### config.mk
export PLATFORM = sky130hd
export DESIGN_NAME = device_lifecycle_rundown_gate_core
export DESIGN_NICKNAME = d
export VERILOG_FILES = /design/src/hw/rtl/dlrg_pkg.sv /design/src/hw/rtl/device_lifecycle_rundown_gate_core.sv /design/src/hw/rtl/dlrg_ctrl.sv /design/src/hw/rtl/dlrg_datapath.sv
export SDC_FILE = /design/constraint.sdc
export NUM_CORES = 1
export LEC_CHECK = 0
export BUFFER_PORTS_ARGS = -buffer_cell sky130_fd_sc_hd__buf_2
export CAP_MARGIN = 10
export CORE_ASPECT_RATIO = 0.9
export CORE_MARGIN = 1
export CORE_UTILIZATION = 54
export DETAILED_ROUTE_END_ITERATION = 10
export HOLD_SLACK_MARGIN = 0.12
export PLACE_DENSITY = 0.79
export SYNTH_ARGS = -nofsm -noshare
export SYNTH_HDL_FRONTEND = slang
export SYNTH_HIERARCHICAL = 1
export SYNTH_SLANG_ARGS = --single-unit
### constraint.sdc
create_clock -name clk -period 8.7 [get_ports clk]
set_clock_uncertainty 0.2 [all_clocks]
set_input_delay 0.87 -clock clk [delete_from_list [all_inputs] [get_ports clk]]
set_output_delay 0.87 -clock clk [all_outputs]
set_load 0.005 [all_outputs]
### src/hw/rtl/dlrg_pkg.sv
`timescale 1ns / 1ps
`default_nettype none

package dlrg_pkg;

  typedef enum logic [3:0] {
    FN_INIT          = 4'd0,
    FN_CREATED       = 4'd1,
    FN_PREPARE       = 4'd2,
    FN_ENTER_ACTIVE  = 4'd3,
    FN_ACQUIRE       = 4'd4,
    FN_RELEASE       = 4'd5,
    FN_BEGIN_RUNDOWN = 4'd6,
    FN_COMPLETE_EXIT = 4'd7,
    FN_RELEASE_HW    = 4'd8
  } func_t;

  typedef enum logic [3:0] {
    ST_OK         = 4'd0,
    ST_PHASE      = 4'd1,
    ST_EXHAUSTED  = 4'd2,
    ST_BADID      = 4'd3,
    ST_CLOSED     = 4'd4,
    ST_STALE      = 4'd5,
    ST_OVERFLOW   = 4'd6,
    ST_NONE       = 4'd7,
    ST_INCOMPLETE = 4'd8
  } status_t;

  typedef enum logic [2:0] {
    PH_UNSET    = 3'd0,
    PH_CREATED  = 3'd1,
    PH_PREPARED = 3'd2,
    PH_ACTIVE   = 3'd3,
    PH_RUNDOWN  = 3'd4,
    PH_STOPPED  = 3'd5,
    PH_RELEASED = 3'd6
  } phase_t;

  typedef enum logic [1:0] {
    CS_IDLE = 2'd0,
    CS_EVAL = 2'd1,
    CS_OUT  = 2'd2
  } ctrl_state_t;

  typedef struct packed {
    logic load;
    logic commit;
  } dp_cmd_t;

endpackage

`default_nettype wire

### src/hw/rtl/device_lifecycle_rundown_gate_core.sv
// Device lifecycle rundown gate.
// Input channel: in_valid / in_stall carry one lifecycle event (in_func and
// in_generation_in). Result channel: out_valid / out_stall carry one result
// per event: the status code and a full snapshot of phase, current and next
// generation, outstanding count and admission flag after the event.
// An item is taken at a clock edge with valid high and stall low.
// The result is registered: an accepted event goes from the idle state
// through the evaluate state, where the new state is committed, to the
// output state, where out_valid stays high until the result is taken.
// The controller holds one event at a time through accept, evaluate and
// deliver steps, so no new event is taken before the result is delivered.
// Reset (rst_n low, synchronous): phase unset, current generation 0, next
// generation 1, count 0, admission closed; no result pending.
// While out_stall is high the result holds steady and in_stall stays high,
// so no further event is taken until the result is delivered.
`timescale 1ns / 1ps
`default_nettype none

module device_lifecycle_rundown_gate_core #(
  parameter int GEN_BITS   = 32,
  parameter int COUNT_BITS = 16
) (
  input  wire logic        clk,
  input  wire logic        rst_n,
  input  wire logic        in_valid,
  output logic             in_stall,
  input  wire logic [3:0]  in_func,
  input  wire logic [31:0] in_generation_in,
  output logic             out_valid,
  input  wire logic        out_stall,
  output logic [3:0]       out_status,
  output logic [2:0]       out_phase_out,
  output logic [31:0]      out_current_gen_out,
  output logic [31:0]      out_next_gen_out,
  output logic [15:0]      out_outstanding_out,
  output logic             out_admission_out
);
  import dlrg_pkg::*;

  dp_cmd_t cmd;

  dlrg_ctrl u_ctrl (
    .clk       (clk),
    .rst_n     (rst_n),
    .in_valid  (in_valid),
    .in_stall  (in_stall),
    .out_valid (out_valid),
    .out_stall (out_stall),
    .cmd       (cmd)
  );

  dlrg_datapath #(
    .GEN_BITS   (GEN_BITS),
    .COUNT_BITS (COUNT_BITS)
  ) u_datapath (
    .clk                 (clk),
    .rst_n               (rst_n),
    .cmd                 (cmd),
    .in_func             (in_func),
    .in_generation_in    (in_generation_in),
    .out_status          (out_status),
    .out_phase_out       (out_phase_out),
    .out_current_gen_out (out_current_gen_out),
    .out_next_gen_out    (out_next_gen_out),
    .out_outstanding_out (out_outstanding_out),
    .out_admission_out   (out_admission_out)
  );

endmodule

`default_nettype wire

### src/hw/rtl/dlrg_ctrl.sv
`timescale 1ns / 1ps
`default_nettype none

module dlrg_ctrl (
  input  wire logic              clk,
  input  wire logic              rst_n,
  input  wire logic              in_valid,
  output logic                   in_stall,
  output logic                   out_valid,
  input  wire logic              out_stall,
  output dlrg_pkg::dp_cmd_t      cmd
);
  import dlrg_pkg::*;

  ctrl_state_t state_r;
  ctrl_state_t state_nxt;

  always_ff @(posedge clk) begin
    if (!rst_n) begin
      state_r <= CS_IDLE;
    end else begin
      state_r <= state_nxt;
    end
  end

  always_comb begin
    state_nxt = state_r;
    unique case (state_r)
      CS_IDLE: begin
        if (in_valid) state_nxt = CS_EVAL;
      end
      CS_EVAL: begin
        state_nxt = CS_OUT;
      end
      CS_OUT: begin
        if (!out_stall) state_nxt = CS_IDLE;
      end
      default: state_nxt = CS_IDLE;
    endcase
  end

  always_comb begin
    in_stall   = 1'b1;
    out_valid  = 1'b0;
    cmd.load   = 1'b0;
    cmd.commit = 1'b0;
    unique case (state_r)
      CS_IDLE: begin
        in_stall = 1'b0;
        cmd.load = in_valid;
      end
      CS_EVAL: begin
        cmd.commit = 1'b1;
      end
      CS_OUT: begin
        out_valid = 1'b1;
      end
      default: begin
        in_stall = 1'b1;
      end
    endcase
  end

endmodule

`default_nettype wire

### src/hw/rtl/dlrg_datapath.sv
`timescale 1ns / 1ps
`default_nettype none

module dlrg_datapath #(
  parameter int GEN_BITS   = 32,
  parameter int COUNT_BITS = 16
) (
  input  wire logic              clk,
  input  wire logic              rst_n,
  input  wire dlrg_pkg::dp_cmd_t cmd,
  input  wire logic [3:0]        in_func,
  input  wire logic [31:0]       in_generation_in,
  output logic [3:0]             out_status,
  output logic [2:0]             out_phase_out,
  output logic [31:0]            out_current_gen_out,
  output logic [31:0]            out_next_gen_out,
  output logic [15:0]            out_outstanding_out,
  output logic                   out_admission_out
);
  import dlrg_pkg::*;

  localparam int GW = (GEN_BITS > 32) ? GEN_BITS : 32;
  localparam int CW = (COUNT_BITS > 16) ? COUNT_BITS : 16;

  logic [3:0]            func_r;
  logic [GEN_BITS-1:0]   gen_r;
  status_t               status_r;
  phase_t                phase_r;
  logic [GEN_BITS-1:0]   cur_r;
  logic [GEN_BITS-1:0]   nxt_r;
  logic [COUNT_BITS-1:0] cnt_r;
  logic                  adm_r;

  status_t               status_nxt;
  phase_t                phase_nxt;
  logic [GEN_BITS-1:0]   cur_nxt;
  logic [GEN_BITS-1:0]   nxt_nxt;
  logic [COUNT_BITS-1:0] cnt_nxt;
  logic                  adm_nxt;

  logic [GW-1:0] gen_in_w;
  logic [GW-1:0] cur_w;
  logic [GW-1:0] nxt_w;
  logic [CW-1:0] cnt_w;

  logic gen_zero;
  logic gen_match;

  assign gen_in_w = GW'(in_generation_in);

  always_ff @(posedge clk) begin
    if (cmd.load) begin
      func_r <= in_func;
      gen_r  <= gen_in_w[GEN_BITS-1:0];
    end
    if (cmd.commit) begin
      status_r <= status_nxt;
    end
  end

  always_ff @(posedge clk) begin
    if (!rst_n) begin
      phase_r <= PH_UNSET;
      cur_r   <= '0;
      nxt_r   <= GEN_BITS'(1);
      cnt_r   <= '0;
      adm_r   <= 1'b0;
    end else if (cmd.commit) begin
      phase_r <= phase_nxt;
      cur_r   <= cur_nxt;
      nxt_r   <= nxt_nxt;
      cnt_r   <= cnt_nxt;
      adm_r   <= adm_nxt;
    end
  end

  assign gen_zero  = (gen_r == '0);
  assign gen_match = (gen_r == cur_r);

  always_comb begin
    status_nxt = ST_OK;
    phase_nxt  = phase_r;
    cur_nxt    = cur_r;
    nxt_nxt    = nxt_r;
    cnt_nxt    = cnt_r;
    adm_nxt    = adm_r;
    unique case (func_r)
      FN_INIT: begin
        phase_nxt = PH_UNSET;
        cur_nxt   = '0;
        nxt_nxt   = GEN_BITS'(1);
        cnt_nxt   = '0;
        adm_nxt   = 1'b0;
      end
      FN_CREATED: begin
        if (phase_r != PH_UNSET) status_nxt = ST_PHASE;
        else phase_nxt = PH_CREATED;
      end
      FN_PREPARE: begin
        if (phase_r != PH_CREATED) begin
          status_nxt = ST_PHASE;
        end else begin
          phase_nxt = PH_PREPARED;
          cur_nxt   = '0;
          cnt_nxt   = '0;
          adm_nxt   = 1'b0;
        end
      end
      FN_ENTER_ACTIVE: begin
        if (phase_r != PH_PREPARED && phase_r != PH_STOPPED) begin
          status_nxt = ST_PHASE;
        end else if (nxt_r == '0 || nxt_r == '1) begin
          status_nxt = ST_EXHAUSTED;
        end else begin
          cur_nxt   = nxt_r;
          nxt_nxt   = nxt_r + GEN_BITS'(1);
          cnt_nxt   = '0;
          adm_nxt   = 1'b1;
          phase_nxt = PH_ACTIVE;
        end
      end
      FN_ACQUIRE: begin
        priority if (gen_zero)        status_nxt = ST_BADID;
        else if (phase_r != PH_ACTIVE) status_nxt = ST_PHASE;
        else if (!adm_r)              status_nxt = ST_CLOSED;
        else if (!gen_match)          status_nxt = ST_STALE;
        else if (cnt_r == '1)         status_nxt = ST_OVERFLOW;
        else                          cnt_nxt = cnt_r + COUNT_BITS'(1);
      end
      FN_RELEASE: begin
        priority if (gen_zero) status_nxt = ST_BADID;
        else if (!gen_match)   status_nxt = ST_STALE;
        else if (phase_r != PH_ACTIVE && phase_r != PH_RUNDOWN) status_nxt = ST_PHASE;
        else if (cnt_r == '0)  status_nxt = ST_NONE;
        else                   cnt_nxt = cnt_r - COUNT_BITS'(1);
      end
      FN_BEGIN_RUNDOWN: begin
        priority if (gen_zero)         status_nxt = ST_BADID;
        else if (phase_r != PH_ACTIVE) status_nxt = ST_PHASE;
        else if (!gen_match)           status_nxt = ST_STALE;
        else begin
          adm_nxt   = 1'b0;
          phase_nxt = PH_RUNDOWN;
        end
      end
      FN_COMPLETE_EXIT: begin
        priority if (gen_zero)          status_nxt = ST_BADID;
        else if (!gen_match)            status_nxt = ST_STALE;
        else if (phase_r != PH_RUNDOWN) status_nxt = ST_PHASE;
        else if (cnt_r != '0)           status_nxt = ST_INCOMPLETE;
        else begin
          phase_nxt = PH_STOPPED;
          cur_nxt   = '0;
          adm_nxt   = 1'b0;
        end
      end
      FN_RELEASE_HW: begin
        if ((phase_r != PH_PREPARED && phase_r != PH_STOPPED) ||
            cur_r != '0 || adm_r || cnt_r != '0) begin
          status_nxt = ST_PHASE;
        end else begin
          phase_nxt = PH_RELEASED;
        end
      end
      default: status_nxt = ST_PHASE;
    endcase
  end

  assign cur_w = GW'(cur_r);
  assign nxt_w = GW'(nxt_r);
  assign cnt_w = CW'(cnt_r);

  assign out_status          = status_r;
  assign out_phase_out       = phase_r;
  assign out_current_gen_out = cur_w[31:0];
  assign out_next_gen_out    = nxt_w[31:0];
  assign out_outstanding_out = cnt_w[15:0];
  assign out_admission_out   = adm_r;

endmodule

`default_nettype wire

Word level (Yosys, flattened, before mapping) --
Cells that the tools add are included. W data, S select, Z words.
Storage, ports and cells: logic and storage cells 155, bits in read-only memories 0, bits in latches 0, memories kept 0, RAM bits 0, register bits 126
Cells by class: bitwise logic cells 0, divide/modulo/power cells 0, equality and inequality tests 41, multiplexer cells 77, add/subtract/negate cells 3, reductions and logical operators 25, $lt $le $gt $ge 0, shift-type cells 0, multiply operators 0
Operators with widths (count):
- $mux W32 | 9
- $mux W16 | 12
- $pmux W32 S4 | 1
- $pmux W16 S5 | 1
- $logic_not A32 Y1 | 2
- $pmux W32 S2 | 1
- $mux W4 | 14
- $mux W3 | 15
- $ne A2 B2 Y1 const B | 18
- $pmux W4 S9 | 1
- $add A32 B1 Y32 const B | 1
- $eq A32 B32 Y1 | 1
- $eq A32 B32 Y1 const B | 1
- $reduce_bool A32 Y1 | 1
- $reduce_and A14 Y1 | 2
- $pmux W3 S7 | 1
- $mux W1 | 17
- $add A16 B1 Y16 const B | 1
- $eq A16 B16 Y1 const B | 1
- $eq A4 B3 Y1 const B | 4
- $logic_not A16 Y1 | 1
- $reduce_bool A16 Y1 | 1
- $sub A16 B1 Y16 const B | 1
- $reduce_and A12 Y1 | 1
- other kinds (24) | 38

Longest topological paths before layout --
depth after elaboration 7, depth in mapped cells 12, gate-level depth less buffers 11

Cells and area by module --
Netlist, hierarchy kept.
Modules (own cells, without submodules):
- dlrg_datapath | seq. area each 2882.8 µm², area an instance 7094.3 µm², instances 1, cells an instance 757
- dlrg_ctrl | seq. area each 40.0 µm², area an instance 116.4 µm², instances 1, cells an instance 10

Least setup slack after synthesis --
OpenSTA, ideal clock, no wires.
path type register to register, start reg u_datapath.func_r[2], end reg u_datapath.cnt_r[15] (netlist: u_datapath/out_outstanding_out[15]), path slack 5464 ps, arrival time 2919 ps, library setup time 117 ps, period minus slack after synthesis 3236 ps, required time 8383 ps, stages on the path, launching flop included 12, cell sequence edfxtp_1 buf_2 nor2b_1 nand2_1 inv_1 ha_1 a211oi_1 o211ai_1 a311oi_1 nor4_1 a211o_1 a32o_1
On the way: longest elaborated chain between the ends 3, elaborated cells on any way between the ends 20
RTL lines:
- start, declared | RTL line dlrg_datapath.sv:25 | logic [3:0] func_r;
- start signal, assigned | RTL line dlrg_datapath.sv:53 | func_r <= in_func;
- $eq A4 B2 Y1, or another cell as far along | RTL line dlrg_datapath.sv:87 | unique case (func_r)
- $reduce_bool A5 Y1 (no source line), or another cell as far along
- $reduce_and A14 Y1 (no source line)
- end signal, assigned | RTL line dlrg_datapath.sv:72 | cnt_r <= cnt_nxt;
- end, declared | RTL line dlrg_datapath.sv:31 | logic [COUNT_BITS-1:0] cnt_r;
Parallel ways exist; a longest one is shown, timed or not. A chain may end at the register's enable or synchronous reset.

Worst setup path after layout --
start reg u_datapath.func_r[2], end reg u_datapath.cnt_r[12] (netlist: u_datapath/out_outstanding_out[12])
Same word-level chain as after synthesis.

==> summary.txt <==
Routing
  • Antenna Nets Post-Route: 0
  • TritonRoute pass-1 iters: 5
  • Via count: 6531
  • Total Wirelength: 19300 um
  • Routed len/inst: 18.5 um
  • Iteration-0 DRC Markers: 887
  • DRC viols: 0
  • Vias per cell: 6.23

Critical path
  • Critical Path Fanout Max: 18
  • RR Endpoint: u_datapath/out_outstanding_out[12]
  • Critical path startpoint category: register
  • Crit path required time: 8830 ps
  • WS Path Type: register to register
  • Crit path capture type: register
  • Reg2Reg Setup Slack: 4580 ps
  • Worst r2r path cells: 11
  • WP data arrival: 4250 ps
  • Worst setup path start: u_datapath/func_r[2]
  • Reg2Reg Launch Point: u_datapath/func_r[2]

Finish
  • ANT cells: 0
  • Commonest non-fill, non-tap cell in the layout: buf_2
  • Area growth syn-to-layout: 15.3%
  • Final Cell Area: 8310 um2
  • Layout cell share with drive strength beyond 1: 25.5%
  • # nets final: 928
  • Commonest non-fill, non-tap cells in the layout: buf_2, dfxtp_1, a21oi_1, nor2_1

Synthesis
  • Netlist cell types: 84
  • Synthesized area: 7210 um2
  • Synth Flop Type: dfxtp_1
  • Cells after Synth: 767
  • Async set or reset register ratio after synthesis: 0%
  • Ys Warns: 6
  • Synth top area cells: dfxtp_1, edfxtp_1, a21oi_1
  • Number of flops mapped to enable cells by yosys: 40
  • Number of synthesized register bits: 126
  • Net count after synthesis: 824
  • Synth area leader: dfxtp_1
  • Post-synth top area share: 23.9%
  • Avg Cell Area, Syn: 9.40 um2
  • Seq/Total Area, Yosys: 40.5%

Global routing
  • Initial antenna violation count: 0
  • Pin count of the biggest net entering global routing: 54
  • Total grt overflow: 0
  • Vias in the first global route: 5906
  • First-pass GRT wire length: 31400 um
  • GRT Total Usage: 29.4%

Clock tree
  • Clock sinks: 126
  • CTS Buffer Depth: 2
  • Post-CTS Hold Fix Bufs: 0
  • Cts repair resizes: 0
  • CTS clk-pin slew, worst paths: 60 ps
  • CTS Buf Count: 17
  • CTS tree: yes
  • Post CTS Setup Buffer Count: 0
  • Worst skew pair latency: 430 ps
  • Root buf cell: clkbuf_16
  • H-tree depth: 4

Place
  • Port bufs: 129
  • Placement Cell Area: 7780 um2
  • DPL Wire Length: 13600 um
  • RePlAce Congestion: 0.932

Pwr
  • Sw frac: 24.8%
  • Clock power frac: 46.8%
  • Power Density: 165 nW/um2
  • P_sw: 341 uW
  • Combinational share of power: 6.8%
  • Sequential share of power: 46.4%
  • Leak Pwr: 3.28 nW
  • Cell-internal power: 1.03 mW
  • Max IR drop VDD: 152 uV

Floorplan
  • FP Rows: 39
  • Die ar.: 13800 um2
  • Core area: 12800 um2
  • I/O Pins: 130
  • Horiz. Die Dim: 124 um
  • Height of the die: 112 um
  • Starting Density: 56.2%

Min path
  • Hold Path Stages: 2
  • Hold Crit Class: register to register
  • HP Start: u_datapath/out_outstanding_out[10]
  • WHS Endpoint: u_datapath/out_outstanding_out[10]

Timing
  • Fin crit period: 4120 ps
  • Hold Vio Cnt, Final: 0
  • Slew at the pin closest to its max-slew limit: 1120 ps
  • Final worst-path cycle share: 47.4%
  • Final Setup Violations: 0
  • RSZ-0062 raised after global routing: false
  • Max-Slew Margin vs Limit: 25.3%
  • Setup tns final: 0 ps
  • Max-slew violations: 0
  • Max Fclk: 0.243 GHz

Job
  • Max Cap Violations: 0

Run status
  • Status: finished, final reports clean
-- registers in the layout (all words and copies together), names as in the netlist --
signal and flops:
u_datapath/out_phase_out 3, u_datapath/out_current_gen_out 32, u_datapath/out_next_gen_out 32, u_datapath/func_r 4, u_datapath/out_status 4, u_datapath/out_admission_out 1
u_datapath/out_outstanding_out 16, u_ctrl/state_r 2, u_datapath/gen_r 32
-- synth_stat cells, types with 12 or more instances --
cell type   n
clkbuf_1   14
edfxtp_1   40
o21ai_0    55
buf_6      12
nor2_1     56
xnor2_1    37
nand4_1    55
ha_1       16
nor4_2     16
buf_2      14
xor2_1     34
inv_1      13
nand2_1    39
nand3_1    20
a21oi_1    70
dfxtp_1    86
nor4_1     39
-- layout make-up --
type	instances	area (um2)
Clock buffer	22	468
Clock inverter	10	62.6
Fill cell	1093	4520
Inverter	14	52.6
Multi-Input combinational cell	579	3930
Sequential cell	126	2920
Tap cell	164	205
Timing Repair Buffer	133	676
-- cell families (layout without fill, tap and decap cells) --
group                      after synthesis  in the layout  share of synthesized area (%)
xor gates and xnor gates                71             71                           8.62
DFF                                    126            126                           40.5
and+or+nand+nor                        309            309                           27.1
muxes                                    3              3                          0.416
adders and majority gates               17             17                           3.05
AOI/OAI and AO/OA                      179            179                           15.2
buffers and inverters                   62            179                           5.15
-- metrics by stage --
step | std cells | utilization [%] | worst slack [ps] | power, mW | hold WS (ps)
2_1_floorplan | 767 | - | 5460 | 0.721 | 299
3_3_place_gp | 1016 | 60.6 | 4790 | 0.741 | 314
3_5_place_dp | 1016 | 60.6 | 4640 | 0.742 | 327
4_1_cts | 1048 | 64.8 | 4600 | 1.38 | 339
5_1_grt | 1048 | 64.8 | 4250 | 1.42 | 361
6_report | 1048 | 64.8 | 4580 | 1.38 | 342
-- power by group through the flow --
stage	clock network [mW]	registers, mW	logic (mW)
after floorplan	0	0.644	0.0771
after global placement	0	0.650	0.0905
after detailed placement	0	0.651	0.0906
after CTS	0.652	0.638	0.0915
after global routing	0.681	0.640	0.102
final	0.644	0.639	0.0931
-- worst max-delay path, cell delays in order, from the launching register on --
cell and delay (ps):
edfxtp_1 650, nor2b_1 320, nand2_1 190, inv_1 540, ha_1 410, a211oi_1 310, o21ai_0 200, a31o_2 260
o31ai_1 480, xor2_1 190, nor4_1 60, o21a_1 200
-- layer usage --
metal / vias to the layer above / share of wire, % / GRT usage (%)
li1: 3087 / - / -
met1: 3033 / 45 / 44.1
met2: 374 / 43 / 40.1
met3: 37 / 10 / 7.53
met4: 0 / 1.9 / 11.0
met5: - / 0 / 0
-- worst max path at each step --
stage | end
finish | u_datapath/out_outstanding_out[12]
global placement | u_datapath/out_outstanding_out[12]
floorplan | u_datapath/out_outstanding_out[15]
CTS | u_datapath/out_outstanding_out[12]
detailed placement | u_datapath/out_outstanding_out[12]
global route | u_datapath/out_outstanding_out[12]
Note: power is estimated with default switching activity, not from simulation.
